--- src/design/eom_pkg.sv ---
// Shared constants and types of the extent overlap matcher.
`default_nettype none
package eom_pkg;

  localparam int IDX_W       = 16;
  localparam int FIELD_W     = 32;
  localparam int MASK_W      = 64;
  localparam int IN_DIMS     = 4;
  localparam int IN_DATA_W   = IDX_W + 2 * IN_DIMS * FIELD_W;  // 272, whole bytes
  localparam int OUT_DATA_W  = 88;                             // 81 bits used
  localparam int SUB_COUNT_W = 7;
  localparam int DIM_COUNT_W = 3;
  localparam int CFG_INDEX_W = 2;
  localparam int CFG_DATA_W  = 7;

  localparam logic MODE_LOAD  = 1'b0;
  localparam logic MODE_MATCH = 1'b1;

  localparam logic [CFG_INDEX_W-1:0] REG_SUBSCRIPTION_COUNT = 2'd0;
  localparam logic [CFG_INDEX_W-1:0] REG_DIMENSION_COUNT    = 2'd1;

  // Broadcast slot write, decoded inside each cell.
  typedef struct packed {
    logic             en;
    logic [IDX_W-1:0] slot;
  } load_ctl_t;

endpackage
`default_nettype wire

--- src/design/eom_cell.sv ---
// One matcher cell: holds a subscription extent and tests the passing update.
`default_nettype none
module eom_cell #(
  parameter int SLOT           = 0,
  parameter int MAX_DIMENSIONS = 4,
  parameter int COORD_BITS     = 32
) (
  input  wire logic                                      clk,
  input  wire logic                                      rst_n,
  input  wire eom_pkg::load_ctl_t                        load_i,
  input  wire logic [MAX_DIMENSIONS-1:0][COORD_BITS-1:0] wr_lo_i,
  input  wire logic [MAX_DIMENSIONS-1:0][COORD_BITS-1:0] wr_hi_i,
  input  wire logic [MAX_DIMENSIONS-1:0]                 dim_en_i,
  input  wire logic                                      tok_i,
  input  wire logic [MAX_DIMENSIONS-1:0][COORD_BITS-1:0] lo_i,
  input  wire logic [MAX_DIMENSIONS-1:0][COORD_BITS-1:0] hi_i,
  output logic                                           tok_o,
  output logic      [MAX_DIMENSIONS-1:0][COORD_BITS-1:0] lo_o,
  output logic      [MAX_DIMENSIONS-1:0][COORD_BITS-1:0] hi_o,
  output logic                                           hit_o
);

  logic [MAX_DIMENSIONS-1:0][COORD_BITS-1:0] sub_lo_r, sub_hi_r;
  logic [MAX_DIMENSIONS-1:0][COORD_BITS-1:0] lo_r, hi_r;
  logic                                      tok_r;
  logic                                      hit_r;
  logic [MAX_DIMENSIONS-1:0]                 dim_ok;
  logic                                      slot_sel;

  assign slot_sel = load_i.en && (load_i.slot == eom_pkg::IDX_W'(SLOT));

  // closed intervals: touching bounds overlap; disabled dimensions pass
  always_comb begin
    for (int d = 0; d < MAX_DIMENSIONS; d++) begin
      dim_ok[d] = !dim_en_i[d] || ((sub_lo_r[d] <= hi_i[d]) && (lo_i[d] <= sub_hi_r[d]));
    end
  end

  always_ff @(posedge clk) begin
    if (slot_sel) begin
      sub_lo_r <= wr_lo_i;
      sub_hi_r <= wr_hi_i;
    end
    if (tok_i) begin
      hit_r <= &dim_ok;
    end
    lo_r <= lo_i;
    hi_r <= hi_i;
  end

  always_ff @(posedge clk) begin
    if (!rst_n) begin
      tok_r <= 1'b0;
    end else begin
      tok_r <= tok_i;
    end
  end

  assign tok_o = tok_r;
  assign lo_o  = lo_r;
  assign hi_o  = hi_r;
  assign hit_o = hit_r;

endmodule
`default_nettype wire

--- config.mk ---
export PLATFORM = sky130hd
export DESIGN_NAME = eom_cell
export DESIGN_NICKNAME = d
export VERILOG_FILES = /design/src/design/eom_pkg.sv /design/src/design/eom_cell.sv
export SDC_FILE = /design/constraint.sdc
export NUM_CORES = 1
export LEC_CHECK = 0
export BUFFER_PORTS_ARGS = -buffer_cell sky130_fd_sc_hd__buf_4
export CAP_MARGIN = 0
export CORE_AREA = 5 5 309 311
export DETAILED_ROUTE_END_ITERATION = 8
export DIE_AREA = 0 0 314 316
export GPL_ROUTABILITY_DRIVEN = 1
export PLACE_DENSITY = 0.42
export SLEW_MARGIN = 15
export SYNTH_ARGS = -nofsm -noshare
export SYNTH_HDL_FRONTEND = slang
export SYNTH_SLANG_ARGS = --single-unit
--- constraint.sdc ---
create_clock -name clk -period 34.1 [get_ports clk]
set_input_delay 6.82 -clock clk [delete_from_list [all_inputs] [get_ports clk]]
set_output_delay 6.82 -clock clk [all_outputs]
set_load 0.03 [all_outputs]
==> out/qor.yml, run 1 <==
path_max_fanout: 65
max_cap_viol_count: 0
drt_pass1_iterations: 6
p_seq_share_pct: 44.9
peakVddDrop_mv: 0.0364
min_to: "hit_o"
tightest_slew_ns: 0.911
crit_arrival_ns: 10.94
clock.fmax_mhz: 93.6
clk_latency_ns: 0.63
first_iter_violations: 436
synth_top_area_share_pct: 39.8
initial_core_util_pct: 21.0
synth_area_leaders: "edfxtp_1 40%, dfxtp_1 27%, ha_1 17%, inv_1 5.1%, a21oi_1 2.6%"
synthToLayoutAreaGrowth_pct: 49.5
synth_ff_type: "edfxtp_1"
pwr-share-comb_pct: 10.3
routed.top_layer: "met5"
seq_area_frac_synth_pct: 66.4
cp-start-kind: "input pin"
p_leak_nw: 13.4
dieArea_mm2: 0.0992
synthTopCellsByCount: "262 x inv_1, 257 x dfxtp_1, 257 x edfxtp_1"
portBuffers: 793
drtAntennaViolNets: 0
required_ns: 34.35
rrSetupSlack_ns: 30.53
skew_ns: 0.0161
wirelength_um: 68800
worstReg2RegEnd: "hit_o"
worstHoldStart: "sub_hi_r[111]"
ff_latch_area_mm2: 0.0129
die_h_um: 316
r2r_start: "sub_lo_r[59]"
min_period_ns: 10.69
wl_met3_um: 5450
whs_ns: 1.07
synth_edf_count: 257
synthMostInstantiatedCell: "inv_1"
nFillCells: 9444
vias_per_cell: 3.90
floorplan.die.width_um: 314
switching_power_uw: 348
hold_depth: 5
grt_pass1_wl_um: 97000
relSlewSlack_pct: 39.3
ys_warn_count: 0
worstRegToRegCells: 8
cts.sinks: 514
post-route-period-util_pct: 31.3
layout-drive-gt1-share_pct: 38.4
clock_path_buffers: 3
synth_largest_area_cell: "edfxtp_1"
p_int_mw: 1.14
cts_buffers: 59
vias: 13900
grt_max_degree: 66
holdCritPathClass: "reg2reg"
root_buffer: "clkbuf_16"
synthCells: 1436
cts.repair.resized: 0
route.met2.wl_um: 36100
clkPwrFrac_pct: 44.8
nNetsFinal: 3087
clk_pin_slew_ns: 0.06
rows: 112
avgSynthCellArea_um2: 13.5
preCtsSetupSlack_ns: 22.53
gp_congestion: 0.803
hold_buffers: 0
routed_wire_length_per_instance_um: 19.4
powerDensity_mw_per_mm2: 51.4
grt-ovfl-total: 0
rsz0062_at_grt: "false"
dp_hpwl_um: 58000
slew_violations: 0
track_usage_pct: 13.1
end_kind: "flop"
antenna_found_initial: 8
swShare_pct: 23.3
setup_slack_ns: 23.41
ioPinCount: 794
hold_viol: 0
async_flop_share_pct: 0
synth.net_count: 2228
route.detailed.drc: 0
wl_met1_um: 25600
total_power_mw: 1.49
design.core.area_mm2: 0.0925
finalSetupTns_ns: 0
htreeDepth: 2
synth_cell_types: 47
grt_pass1_vias: 15300
post-cts-setup-buffers: 0
tritoncts: "yes"
ys_ff_latch: 514
setup_violations: 0
synth_area_mm2: 0.0194
crit_type: "in2reg"
multi_input_area_mm2: 0.00555
status: "finished clean"
worst max-delay path, stage by stage:
cell	delay (ns)
buf_4	0.11
nor4_1	0.66
nand4_1	0.25
nor4b_4	0.25
buf_4	0.58
buf_4	0.77
buf_4	0.59
buf_4	0.66
worst max path at each step:
stage | depth (start not counted) | to | slack, ns | from
finish | 8 | sub_hi_r[118] | 23.41 | load_i[6]
global route | 8 | sub_hi_r[118] | 23.11 | load_i[6]
CTS | 8 | sub_hi_r[118] | 23.23 | load_i[6]
detailed placement | 8 | sub_hi_r[117] | 22.53 | load_i[6]
global placement | 8 | sub_hi_r[116] | 22.58 | load_i[6]
floorplan | 3 | sub_hi_r[0] | 12.21 | load_i[10]
flip-flops by register name, indices dropped and copies added (netlist names):
| signal | cells |
|---|---|
| lo_o | 128 |
| sub_hi_r | 128 |
| sub_lo_r | 128 |
| hi_o | 128 |
| hit_o | 1 |
| tok_o | 1 |
cell usage in the layout, fill, tap and decap left out, drive strengths merged, types with 2 or more instances in the layout:
cell / netlist / routed
buf: 0 / 798
inv: 262 / 266
dfxtp: 257 / 257
edfxtp: 257 / 257
ha: 256 / 256
a21oi: 101 / 101
clkbuf: 0 / 87
nand2: 56 / 56
nand4: 54 / 54
o21ai: 30 / 30
nand3: 24 / 24
a21o: 20 / 20
nor2: 14 / 14
clkinv: 0 / 14
o211ai: 12 / 12
nor3: 11 / 11
nor4: 10 / 10
nor2b: 10 / 10
a221oi: 7 / 7
and4: 6 / 6
a2111oi: 6 / 6
bufinv: 0 / 5
diode: 0 / 4
or4: 4 / 4
a31oi: 3 / 3
a211oi: 3 / 3
a22oi: 3 / 3
a21boi: 3 / 3
or3: 2 / 2
a32oi: 2 / 2
o21a: 2 / 2
a221o: 2 / 2
a22o: 2 / 2
a311oi: 2 / 2
clkinvlp: 0 / 2
o31ai: 2 / 2
cell families after synthesis:
kind of cell,Yosys count,synth area share (%)
flops,514,66.4
compound gates,206,6.53
buf+inv,262,5.07
simple gates,198,5.52
fa+ha+maj,256,16.5
through the flow:
stage / instance area, um^2 / util, % / cells
after floorplan: 19400 / - / 1436
after global placement: 26900 / 29.1 / 3431
after detailed placement: 26900 / 29.1 / 3431
after CTS: 29000 / 31.3 / 3543
after global routing: 29000 / 31.3 / 3544
final: 29000 / 31.3 / 3547
layer usage:
metal	global-route usage [%]	up-vias
met4	3.64	10
met3	4.43	98
met5	0	-
met1	14.1	6400
li1	-	6849
met2	24.6	494
power groups by stage:
stage	Sequential [mW]	Clock [mW]	Combinational (mW)
global placement	0.682	0	0.156
detailed placement	0.682	0	0.157
CTS	0.669	0.692	0.158
global route	0.670	0.718	0.166
finish	0.669	0.667	0.154
floorplan	0.715	0	0.0266
layout make-up:
cell class	instances	area share, %
clock buffer	87	6.24
clock inverter	25	0.933
sequential	514	44.4
multi-input combinational	660	19.2
tap	1197	5.17
inverter	262	3.39
timing repair buffer	798	20.7
antenna	4	0.0345
Power figures use the tool's default switching activity.
==> run 2, diff against run 1 <==
--- a/config.mk
+++ b/config.mk
@@ -5,11 +5,12 @@
 export SDC_FILE = /design/constraint.sdc
 export NUM_CORES = 1
 export LEC_CHECK = 0
+export ABC_AREA = 1
 export BUFFER_PORTS_ARGS = -buffer_cell sky130_fd_sc_hd__buf_4
 export CAP_MARGIN = 0
-export CORE_AREA = 5 5 309 311
+export CORE_AREA = 5 5 303 305
 export DETAILED_ROUTE_END_ITERATION = 8
-export DIE_AREA = 0 0 314 316
+export DIE_AREA = 0 0 308 310
 export GPL_ROUTABILITY_DRIVEN = 1
 export PLACE_DENSITY = 0.42
 export SLEW_MARGIN = 15
==> constraint.sdc (replaced) <==
create_clock -name clk -period 11 [get_ports clk]
set_input_delay 2.2 -clock clk [delete_from_list [all_inputs] [get_ports clk]]
set_output_delay 2.2 -clock clk [all_outputs]
set_load 0.03 [all_outputs]
==> run 2 against run 1 <==
Die area shrank 3.8%. Largest power group unchanged. Area after synthesis rose by 1.9%. Sequential power rose to 3.1 times the previous value. Synthesized cell count increased by 13%. Hold slack improved by 0.051 ns. Clock-buffer cell count down 2. Critical path type unchanged. Highest routed layer unchanged. Non-clock buffer count is 2 lower. Utilization grew 1.6 points.
==> out/qor.yml, run 2 <==
synth_ff_type: "edfxtp_1"
post-route-period-util_pct: 39.7
nNetsFinal: 3280  # +6.3%
rsz0062_at_grt: "false"
async_flop_share_pct: 0  # unchanged
drtAntennaViolNets: 0  # unchanged
portBuffers: 793  # unchanged
powerDensity_mw_per_mm2: 158  # +210%
grt_max_degree: 139  # +110%
crit_type: "in2reg"
worstPathCellList: "buf_4 -> or4_1 -> nor4_4 -> buf_4 -> buf_4"
total_power_mw: 4.64  # +210%
clk_latency_ns: 0.61  # -0.02 ns
nFillCells: 9066  # -4.0%
synth_top_family_by_area: "adder cells"
place_area_mm2: 0.0272  # +1.3%
final_common_cell: "buf_4"
ys_ff_latch: 514  # unchanged
worstHoldStart: "sub_hi_r[96]"
hold_depth: 9  # +4
clock.fmax_mhz: 229
antenna_found_initial: 13  # +5
routed_wire_length_per_instance_um: 18.9  # -2.8%
peakVddDrop_mv: 0.116  # +220%
r2r_start: "sub_hi_r[5]"
wirelength_um: 70200  # +2.0%
gp_congestion: 0.779  # -3.0%
mostFrequentLayoutCells: "795 x buf_4, 301 x inv_1, 268 x nand2_1"
clk_pin_slew_ns: 0.07  # about the same
synthCells: 1629  # +13%
setup_violations: 0  # unchanged
dp_hpwl_um: 58800  # +1.3%
cp-start-kind: "input pin"
synthTopCellsByCount: "301 x inv_1, 268 x nand2_1, 257 x dfxtp_1, 257 x edfxtp_1, 256 x ha_1"
synth-compound-area-share_pct: 4.74  # -1.8 points
skew_ns: 0.00845  # -0.00763 ns
ioPinCount: 794  # unchanged
track_usage_pct: 13.9  # +0.77 points
yosys.area_share.simple_pct: 8.23  # +2.7 points
layout-drive-gt1-share_pct: 36.3  # -2.1 points
relSlewSlack_pct: 29.2  # -10 points
min_to: "hit_o"
grt_pass1_wl_um: 97700  # +0.76%
grt-ovfl-total: 0  # unchanged
cp_slowest_cell: "buf_4"
synth_area_mm2: 0.0198  # +1.9%
vias: 14200  # +2.7%
htreeDepth: 2  # unchanged
slew_violations: 0  # unchanged
drt_pass1_iterations: 4  # -2
tritoncts: "yes"
synth_edf_count: 257  # unchanged
fin_area_mm2: 0.0294  # +1.3%
tightest_slew_ns: 1.06  # +0.151 ns
status: "finished clean"
worstReg2RegEnd: "hit_o"
hold_buffers: 0  # unchanged
slowest_delay_ns: 0.80  # +0.03 ns
finalSetupTns_ns: 0  # unchanged
crit_cells: 5  # -3
synthMostInstantiatedCell: "inv_1"
first_iter_violations: 530  # +22%
floorplan.die.width_um: 308  # -1.9%
route.detailed.drc: 0  # unchanged
synth_top_area_share_pct: 39.1  # -0.76 points
seq_area_frac_synth_pct: 65.1  # -1.3 points
hold_viol: 0  # unchanged
critical_path_buf_inv_count: 3  # -2
rows: 110  # -1.8%
initial_core_util_pct: 22.2  # +1.2 points
dieArea_mm2: 0.0955  # -3.8%
holdCritPathClass: "reg2reg"
design.core.area_mm2: 0.0890  # -3.7%
stdcell_count: 3722  # +4.9%
synthMuxAreaShare_pct: 0  # unchanged
cp_top_family: "buffers and inverters"
post-cts-setup-buffers: 0  # unchanged
synth.net_count: 2421  # +8.7%
dp.cells: 3601  # +5.0%
synthAdderAreaFrac_pct: 16.2  # -0.31 points
synth_area_leaders: "edfxtp_1 39%, dfxtp_1 26%, ha_1 16%, inv_1 5.7%, nand2_1 5.1%"
vias_per_cell: 3.82  # -2.1%
rrSetupSlack_ns: 8.85  # -21.68 ns
synthXorXnorAreaFrac_pct: 0  # unchanged
crit_top_cell: "buf_4"
crit_arrival_ns: 4.61  # -6.33 ns
end_kind: "flop"
synth_cell_types: 25  # -47%
cts_buffers: 61  # +3.4%
cts.sinks: 514  # unchanged
required_ns: 11.24  # -23.11 ns
clock_path_buffers: 3  # unchanged
die_h_um: 310  # -1.9%
root_buffer: "clkbuf_16"
ys_warn_count: 0  # unchanged
avgSynthCellArea_um2: 12.1  # -10%
path_max_fanout: 64  # -1.5%
max_cap_viol_count: 0  # unchanged
grt_pass1_vias: 15300  # -0.20%
synth_largest_area_cell: "edfxtp_1"
synthToLayoutAreaGrowth_pct: 48.5
min_period_ns: 4.37
cts.repair.resized: 0  # unchanged
worstRegToRegCells: 15  # +7
p_leak_nw: 14.0  # +4.6%
## run 2: stage by stage
stage               hold slack, ns  util (%)  worst slack (ns)
floorplan                    0.965         -            -0.276
global placement              1.15      30.6              6.00
detailed placement            1.17      30.6              5.97
CTS                           1.17      32.9              6.65
global route                  1.23      32.9              6.47
finish                        1.12      33.0              6.63
## run 2: final cells by class
class | count | area (um^2) | share of cell area (%)
Timing Repair Buffer | 796 | 5990 | 20.4
Antenna cell | 9 | 22.5 | 0.0767
Multi-Input combinational cell | 813 | 5780 | 19.7
Clock inverter | 27 | 215 | 0.733
Tap cell | 1176 | 1470 | 5.01
Clock buffer | 85 | 1880 | 6.40
Sequential cell | 514 | 12900 | 43.8
Inverter | 302 | 1130 | 3.86
## run 2: tightest hold or removal path, stage by stage, from the launching register on
cell and delay [ns]:
edfxtp_1 0.32, ha_1 0.12, nand4_1 0.12, nor2_1 0.12, nand2_1 0.06, nand2_1 0.06
nand2_1 0.05, nand2_1 0.04, nand2_1 0.05, nor2_2 0.07
## run 2: cells by family after synthesis
family                     count (synthesis)
AOI/OAI and AO/OA                        177
adders and majority gates                256
buffers and inverters                    302
and+or+nand+nor                          380
DFF                                      514
## run 2: worst max path at each step
stage	start	end	slack [ns]
5_1_grt	load_i[1]	sub_hi_r[14]	6.47
2_1_floorplan	load_i[1]	sub_hi_r[0]	-0.28
3_5_place_dp	load_i[1]	sub_hi_r[2]	5.97
4_1_cts	load_i[1]	sub_hi_r[1]	6.65
6_report	load_i[1]	sub_hi_r[2]	6.63
3_3_place_gp	load_i[1]	sub_lo_r[111]	6.00
## run 2: routing by layer
layer | global-route usage [%] | up-vias | share of wire, %
met5 | 0 | - | 0.048
li1 | - | 7158 | -
met4 | 3.87 | 6 | 2.2
met2 | 26.3 | 445 | 53
met1 | 14.8 | 6531 | 36
met3 | 4.48 | 91 | 7.9
## run 2: power breakdown
part,leakage [nW],internal (mW),switching [mW],total [mW]
combinational,8.53,0.229,0.254,0.483
sequential,4.48,2.06,0.0161,2.08
clock,1.04,1.24,0.842,2.08
total,14.0,3.53,1.11,4.64
